--- src/rlu_pkg.sv ---
// Shared types and constants of the register logic unit.
// Holds the command and result word types and the operation codes.
// Depends on nothing.
package rlu_pkg;

    // Operation codes carried in the op field of a command word.
    localparam logic [3:0] OP_AND   = 4'd0;
    localparam logic [3:0] OP_ANDI  = 4'd1;
    localparam logic [3:0] OP_OR    = 4'd2;
    localparam logic [3:0] OP_ORI   = 4'd3;
    localparam logic [3:0] OP_XOR   = 4'd4;
    localparam logic [3:0] OP_XORI  = 4'd5;
    localparam logic [3:0] OP_NOT   = 4'd6;
    localparam logic [3:0] OP_NOTI  = 4'd7;
    localparam logic [3:0] OP_NAND  = 4'd8;
    localparam logic [3:0] OP_NANDI = 4'd9;
    localparam logic [3:0] OP_NOR   = 4'd10;
    localparam logic [3:0] OP_NORI  = 4'd11;
    localparam logic [3:0] OP_SHL   = 4'd12;
    localparam logic [3:0] OP_LOAD  = 4'd13;

    // Result status codes.
    localparam logic ST_DONE    = 1'b0;
    localparam logic ST_BAD_REG = 1'b1;

    // Width of a short immediate.
    localparam int IMM_BITS = 8;

    // Width of one register.
    localparam int DATA_W = 32;

    // One command word.
    typedef struct packed {
        logic [3:0]               op;
        logic [7:0]               dest_index;
        logic [7:0]               first_byte;
        logic [7:0]               second_byte;
        logic signed [DATA_W-1:0] load_value;
    } cmd_word_t;

    // One result word.
    typedef struct packed {
        logic                     status;
        logic signed [DATA_W-1:0] written_value;
    } res_word_t;

    // Operand usage of one operation.
    typedef struct packed {
        logic legal;
        logic use_a;
        logic use_b;
    } op_use_t;

    // Decode which register operands an operation reads.
    function automatic op_use_t decode_use(input logic [3:0] op);
        op_use_t u;
        u = '0;
        case (op) inside
            OP_AND, OP_OR, OP_XOR, OP_NAND, OP_NOR, OP_SHL:
            begin
                u.legal = 1'b1;
                u.use_a = 1'b1;
                u.use_b = 1'b1;
            end
            OP_ANDI, OP_ORI, OP_XORI, OP_NOT, OP_NANDI, OP_NORI:
            begin
                u.legal = 1'b1;
                u.use_a = 1'b1;
            end
            OP_NOTI, OP_LOAD:
            begin
                u.legal = 1'b1;
            end
            default:
            begin
                u = '0;
            end
        endcase
        return u;
    endfunction

endpackage

--- src/register_logic_unit_core.sv ---
// Top level of the register logic unit: command control, register file and
// logic operation unit. Depends on rlu_pkg, rlu_regfile and rlu_alu.
//
//  channel   | ports                 | handshake
//  ----------+-----------------------+---------------------------------------
//  command   | start, busy, command  | word taken when start high, busy low
//  result    | done, result          | word valid for one cycle while done high
//
// For each command word, the register file is read on the edge that takes the
// word, and the result is written back and registered on the next. busy is
// high for a single cycle, and no new word is taken while it is high; done
// rises in the cycle after busy and may overlap the next start.
// Reset clears all control state and marks every register as zero; no clearing
// pass is needed. The receiver cannot stall, so results never wait.
module register_logic_unit_core
    import rlu_pkg::*;
#(
    parameter int REG_COUNT = 32
)
(
    input  logic      clk,
    input  logic      rst_n,
    input  logic      start,
    output logic      busy,
    input  cmd_word_t command,
    output logic      done,
    output res_word_t result
);

    localparam int IDX_W = (REG_COUNT > 1) ? $clog2(REG_COUNT) : 1;

    logic              accept;
    op_use_t           use_ops;
    logic              bad;
    logic              exec_reg;
    logic              bad_reg;
    cmd_word_t         cmd_reg;
    logic              done_reg;
    res_word_t         result_reg;
    logic [DATA_W-1:0] reg_a;
    logic [DATA_W-1:0] reg_b;
    logic [DATA_W-1:0] alu_result;
    logic              wr_en;

    assign accept = start && !busy;

    // Opcode and register number checks for the incoming word.
    assign use_ops = decode_use(command.op);
    always_comb
    begin
        bad = !use_ops.legal
            || ({1'b0, command.dest_index} >= 9'(REG_COUNT))
            || (use_ops.use_a && ({1'b0, command.first_byte} >= 9'(REG_COUNT)))
            || (use_ops.use_b && ({1'b0, command.second_byte} >= 9'(REG_COUNT)));
    end

    // Control: the execute flag for each taken word, then the result strobe.
    always_ff @(posedge clk or negedge rst_n)
    begin
        if (!rst_n)
        begin
            exec_reg <= 1'b0;
            done_reg <= 1'b0;
            bad_reg  <= 1'b0;
        end
        else
        begin
            exec_reg <= accept;
            done_reg <= exec_reg;
            if (accept)
            begin
                bad_reg <= bad;
            end
        end
    end

    // Payload registers: the held command and the result word.
    always_ff @(posedge clk)
    begin
        if (accept)
        begin
            cmd_reg <= command;
        end
        if (exec_reg)
        begin
            result_reg.status        <= bad_reg ? ST_BAD_REG : ST_DONE;
            result_reg.written_value <= bad_reg ? '0 : alu_result;
        end
    end

    assign wr_en = exec_reg && !bad_reg;

    rlu_regfile #(
        .REG_COUNT (REG_COUNT),
        .IDX_W     (IDX_W)
    ) u_regfile (
        .clk       (clk),
        .rst_n     (rst_n),
        .rd_en     (accept),
        .rd_addr_a (command.first_byte[IDX_W-1:0]),
        .rd_addr_b (command.second_byte[IDX_W-1:0]),
        .rd_data_a (reg_a),
        .rd_data_b (reg_b),
        .wr_en     (wr_en),
        .wr_addr   (cmd_reg.dest_index[IDX_W-1:0]),
        .wr_data   (alu_result)
    );

    rlu_alu u_alu (
        .cmd    (cmd_reg),
        .reg_a  (reg_a),
        .reg_b  (reg_b),
        .result (alu_result)
    );

    assign busy   = exec_reg;
    assign done   = done_reg;
    assign result = result_reg;

    // A word that is taken is executed in the very next cycle.
    a_accept_exec: assert property (@(posedge clk) disable iff (!rst_n)
        accept |=> busy)
    else $error("accepted word was not executed");

    // Execution lasts exactly one cycle.
    a_exec_once: assert property (@(posedge clk) disable iff (!rst_n)
        busy |=> !busy)
    else $error("execute cycle repeated");

    // Every result strobe follows an execute cycle.
    a_done_after_exec: assert property (@(posedge clk) disable iff (!rst_n)
        done |-> $past(busy))
    else $error("result strobe without execution");

    // A bad register number reports a zero value.
    a_bad_zero: assert property (@(posedge clk) disable iff (!rst_n)
        (done && result.status == ST_BAD_REG) |-> result.written_value == '0)
    else $error("error result carries a value");

endmodule

--- src/rlu_regfile.sv ---
// Register file of the register logic unit: a synchronous memory with two
// registered read ports and one write port, plus per-entry valid bits.
// Depends on rlu_pkg.
module rlu_regfile
    import rlu_pkg::*;
#(
    parameter int REG_COUNT = 32,
    parameter int IDX_W     = $clog2(REG_COUNT)
)
(
    input  logic              clk,
    input  logic              rst_n,
    input  logic              rd_en,
    input  logic [IDX_W-1:0]  rd_addr_a,
    input  logic [IDX_W-1:0]  rd_addr_b,
    output logic [DATA_W-1:0] rd_data_a,
    output logic [DATA_W-1:0] rd_data_b,
    input  logic              wr_en,
    input  logic [IDX_W-1:0]  wr_addr,
    input  logic [DATA_W-1:0] wr_data
);

    logic [DATA_W-1:0] mem [REG_COUNT];
    logic [REG_COUNT-1:0] vld_reg;
    logic [DATA_W-1:0] data_a_reg;
    logic [DATA_W-1:0] data_b_reg;
    logic vld_a_reg;
    logic vld_b_reg;

    // Storage array and registered read data; no reset on the payload.
    always_ff @(posedge clk)
    begin
        if (wr_en)
        begin
            mem[wr_addr] <= wr_data;
        end
        if (rd_en)
        begin
            data_a_reg <= mem[rd_addr_a];
            data_b_reg <= mem[rd_addr_b];
        end
    end

    // Valid bits stand for the all-zero reset contents of the file.
    always_ff @(posedge clk or negedge rst_n)
    begin
        if (!rst_n)
        begin
            vld_reg   <= '0;
            vld_a_reg <= 1'b0;
            vld_b_reg <= 1'b0;
        end
        else
        begin
            if (wr_en)
            begin
                vld_reg[wr_addr] <= 1'b1;
            end
            if (rd_en)
            begin
                vld_a_reg <= vld_reg[rd_addr_a];
                vld_b_reg <= vld_reg[rd_addr_b];
            end
        end
    end

    // An entry that was never written reads as zero.
    assign rd_data_a = vld_a_reg ? data_a_reg : '0;
    assign rd_data_b = vld_b_reg ? data_b_reg : '0;

endmodule

--- src/rlu_alu.sv ---
// Logic operation unit of the register logic unit: forms the result of one
// command word from the register operands and the immediates.
// Depends on rlu_pkg.
module rlu_alu
    import rlu_pkg::*;
(
    input  cmd_word_t         cmd,
    input  logic [DATA_W-1:0] reg_a,
    input  logic [DATA_W-1:0] reg_b,
    output logic [DATA_W-1:0] result
);

    op_use_t           use_ops;
    logic [DATA_W-1:0] vb;
    logic [DATA_W-1:0] imm16;

    assign use_ops = decode_use(cmd.op);

    // The second operand is a register or the zero-extended byte.
    assign vb    = use_ops.use_b ? reg_b : DATA_W'(cmd.second_byte);
    assign imm16 = DATA_W'({cmd.first_byte, cmd.second_byte});

    // Operation select.
    always_comb
    begin
        case (cmd.op) inside
            OP_AND, OP_ANDI:   result = reg_a & vb;
            OP_OR, OP_ORI:     result = reg_a | vb;
            OP_XOR, OP_XORI:   result = reg_a ^ vb;
            OP_NOT:            result = ~reg_a;
            OP_NOTI:           result = ~imm16;
            OP_NAND, OP_NANDI: result = ~(reg_a & vb);
            OP_NOR, OP_NORI:   result = ~(reg_a | vb);
            OP_SHL:            result = reg_a << vb[4:0];
            default:           result = cmd.load_value;
        endcase
    end

endmodule
--- config.mk ---
export PLATFORM = sky130hd
export DESIGN_NAME = register_logic_unit_core
export DESIGN_NICKNAME = d
export VERILOG_FILES = /design/src/rlu_pkg.sv /design/src/register_logic_unit_core.sv /design/src/rlu_regfile.sv /design/src/rlu_alu.sv
export SDC_FILE = /design/constraint.sdc
export NUM_CORES = 2
export LEC_CHECK = 0
export BUFFER_PORTS_ARGS = -buffer_cell sky130_fd_sc_hd__buf_4
export CAP_MARGIN = 20
export CORE_MARGIN = 1.5
export CORE_UTILIZATION = 30
export DETAILED_ROUTE_END_ITERATION = 8
export GPL_ROUTABILITY_DRIVEN = 0
export PLACE_DENSITY = 0.48
export SLEW_MARGIN = 30
export SYNTH_ARGS = -nofsm -noshare
export SYNTH_HDL_FRONTEND = slang
export SYNTH_SLANG_ARGS = --single-unit
--- constraint.sdc ---
create_clock -name clk -period 8.4 [get_ports clk]
set_clock_uncertainty 0.2 [all_clocks]
set_input_delay 0.84 -clock clk [delete_from_list [all_inputs] [get_ports clk]]
set_output_delay 0.84 -clock clk [all_outputs]
set_load 0.1 [all_outputs]
==> out/results.tsv <==
metric	value	unit
worstSetupEndpointType	flop	
worst-r2r-cell-count	11	
fin_nets	3537	
arrival	5.63	ns
antenna_found_initial	7	
area_growth	15.7	%
clk_pin_slew	0.08	ns
criticalPathCategory	flop to flop	
cp_slowest_cell	mux2_2	
die-area	202000	µm²
ir_drop	134	µV
status	finished, final reports clean	
fillers	18600	
synthesis.area	59600	µm²
dp_slack	2.90	ns
cap_viol_max_count	0	
clock_latency	0.80	ns
worstMarginPinSlew	1.05	ns
viasPerCell	5.70	
first_iter_violations	3915	
grt_pass1_wl	288000	µm
cp_cell_sequence	buf_4 > a21oi_4 > mux2_2 > inv_2 > ha_1 > o21ai_0 > a21oi_1 > a221oi_1 > o22ai_2 > buf_4 > and2_1	
grt_util_all_layers	20.3	%
async_flop_share	3.05	%
multi_input_area	22500	µm²
ys_top_cells_by_area	edfxtp_1 (59%), mux4_2 (25%), dfrtp_1 (1.6%)	
syn_inst	3270	
yosys.area.top_type	edfxtp_1	
cp.depth	11	
drt-total-wl	207000	µm
synth-edff-count	1178	
synth_ff_type	edfxtp_1	
slew_headroom	29.9	%
ys_seq_area_share	60.9	%
hold_class	primary input to flop	
row_count	163	
ys_types	78	
cpLargestDelayFamily	compound AO/OA/AOI/OAI gates	
yosysMostFrequentCell	edfxtp_1	
setup_viol	0	
drive_above_1_share	35.6	%
hpwl	116000	µm
utilization	35.0	%
p_per_area	214	nW/µm²
ff_latch_area	36300	µm²
coreArea	197000	µm²
setup_slack	3.12	ns
dieWidth	449	µm
hold_viol_final	0	
yosys_warnings	0	
cts-root-buf	clkbuf_16	
min_period	5.28	ns
drcViolationCount	0	
crit_path_start_kind	flop	
crit_path_start	cmd_reg[58]	
tritoncts	built	
cts_made_buffers	134	
drt_pass1_iterations	6	
synth_top_area_share	59.3	%
fmax	189	MHz
critPathBufInv	3	
die_h	449	µm
fin_crit_sh	62.9	%
grt_max_degree	108	
clock-sinks	1215	
via_count	35100	
syn_area_per_cell	18.2	µm²
antenna_left	0	
rsz0062_at_grt	no	
clock_path_buffers	3	
cp_max_fo	36	
finalMaxSlewViolations	0	
grt.overflow.total	0	
worst_path_most_repeated_cell	buf_4	
synthTopCellsByCount	edfxtp_1 (1178), mux4_2 (665), clkbuf_1 (161), nand2_1 (146), nor2_1 (126)	
p_leak	22.3	nW
io_pins	98	
syn_nets	3398	
finalSetupTns	0	ns
wl_per_cell	33.5	µm
ctsHtreeMaxLevel	4	
largest_reg_flops	1024	
port_buffers	97	
slowest_delay	0.79	ns
hold_start	command[57]	
ys_ff_latch	1215	
critPathRequiredTime	8.75	ns
initial_core_util	30.2	%
timing.rr.start	cmd_reg[58]	
worstHoldPathCells	1	
grt_pass1_vias	35400	
==> metrics by stage <==
step	instance area, µm²	hold WS (ns)	instances	total power [mW]
finish	69000	0.0870	6156	14.8
CTS	69000	0.0187	6155	14.9
floorplan	59600	0.223	3270	8.25
global placement	64000	0.265	5860	8.92
detailed placement	64200	0.270	5868	8.93
global route	69000	0.0618	6155	15.3
==> worst reg2reg max path, stage by stage (launching register included) <==
cell and delay [ns]:
edfxtp_1 0.36, buf_4 0.29, a21oi_4 0.62, mux2_2 0.79
inv_2 0.52, ha_1 0.39, o21ai_0 0.25, a21oi_1 0.18
a221oi_1 0.72, o22ai_2 0.18, buf_4 0.28, and2_1 0.24
==> cells by family (layout without fill, tap and decap cells) <==
logic type | after synthesis | after routing | share of synthesized area [%]
AO/OA/AOI/OAI | 393 | 393 | 4.30
XOR/XNOR | 1 | 1 | 0.0147
adder cells (fa/ha/maj) | 65 | 65 | 1.36
buffers and inverters | 325 | 570 | 2.14
flip-flops | 1215 | 1215 | 60.9
multiplexers | 805 | 805 | 27.6
other | 0 | 1 | 0
AND/OR/NAND/NOR | 466 | 466 | 3.70
==> placed cells by master, fill, tap and decap left out, types with 13 or more instances in the layout <==
| cell type | instances |
|---|---|
| nand3_1 | 25 |
| o211ai_1 | 17 |
| mux2i_1 | 68 |
| ha_1 | 65 |
| dlygate4sd3_1 | 45 |
| nand2_1 | 141 |
| nor2_4 | 33 |
| clkinv_2 | 17 |
| mux4_2 | 665 |
| buf_6 | 14 |
| buf_4 | 177 |
| nor2_1 | 92 |
| edfxtp_1 | 1178 |
| a31oi_1 | 14 |
| a22oi_1 | 17 |
| clkinv_1 | 20 |
| nand3b_1 | 13 |
| o21ai_0 | 77 |
| bufinv_16 | 14 |
| mux2_2 | 69 |
| clkbuf_1 | 27 |
| nor3_1 | 31 |
| clkbuf_16 | 135 |
| inv_1 | 70 |
| and2_1 | 24 |
| o22ai_1 | 31 |
| or3_1 | 15 |
| or2_2 | 35 |
| a21oi_1 | 101 |
| dfrtp_1 | 35 |
| a211oi_1 | 18 |
==> final cells by class <==
type	count	share of cell area, %
antenna	1	0.00362
clock buffer	168	5.16
clock inverter	74	1.18
inverter	76	0.424
multi-input combinational	1730	32.6
sequential	1215	52.6
tap	2640	4.78
timing repair buffer	252	3.28
==> per-layer routing <==
metal  wire length [µm]  GRT usage (%)
met1              86400           27.9
met2              98700           32.9
met3              14800           3.33
met4               6590           6.58
met5                 13              0
==> timing repair <==
action                     4_1_cts  5_1_grt
hold endpoints to repair        81        0
setup endpoints to repair        0        0
resized for setup                0        0
setup buffers                    0        0
hold buffers                    45        0
==> where the power goes <==
group          switching [mW]  leakage (nW)  total, mW  internal (mW)
Combinational            1.17          8.97       1.85          0.683
Clock                    2.51          2.12       5.97           3.46
Sequential             0.0912          11.2       6.97           6.88
Total                    3.77          22.3       14.8           11.0
==> final timing paths <==
path	endpoint	slack, ns
worst max-delay path	result[2]	3.12
worst min-delay path	cmd_reg[57]	0.09
worst max register to register	result[2]	3.12
worst min register to register	u_regfile.vld_reg[20]	0.29
max in group asynchronous	busy	7.13
min in group asynchronous	bad_reg	0.38
Power figures use the tool's default switching activity.
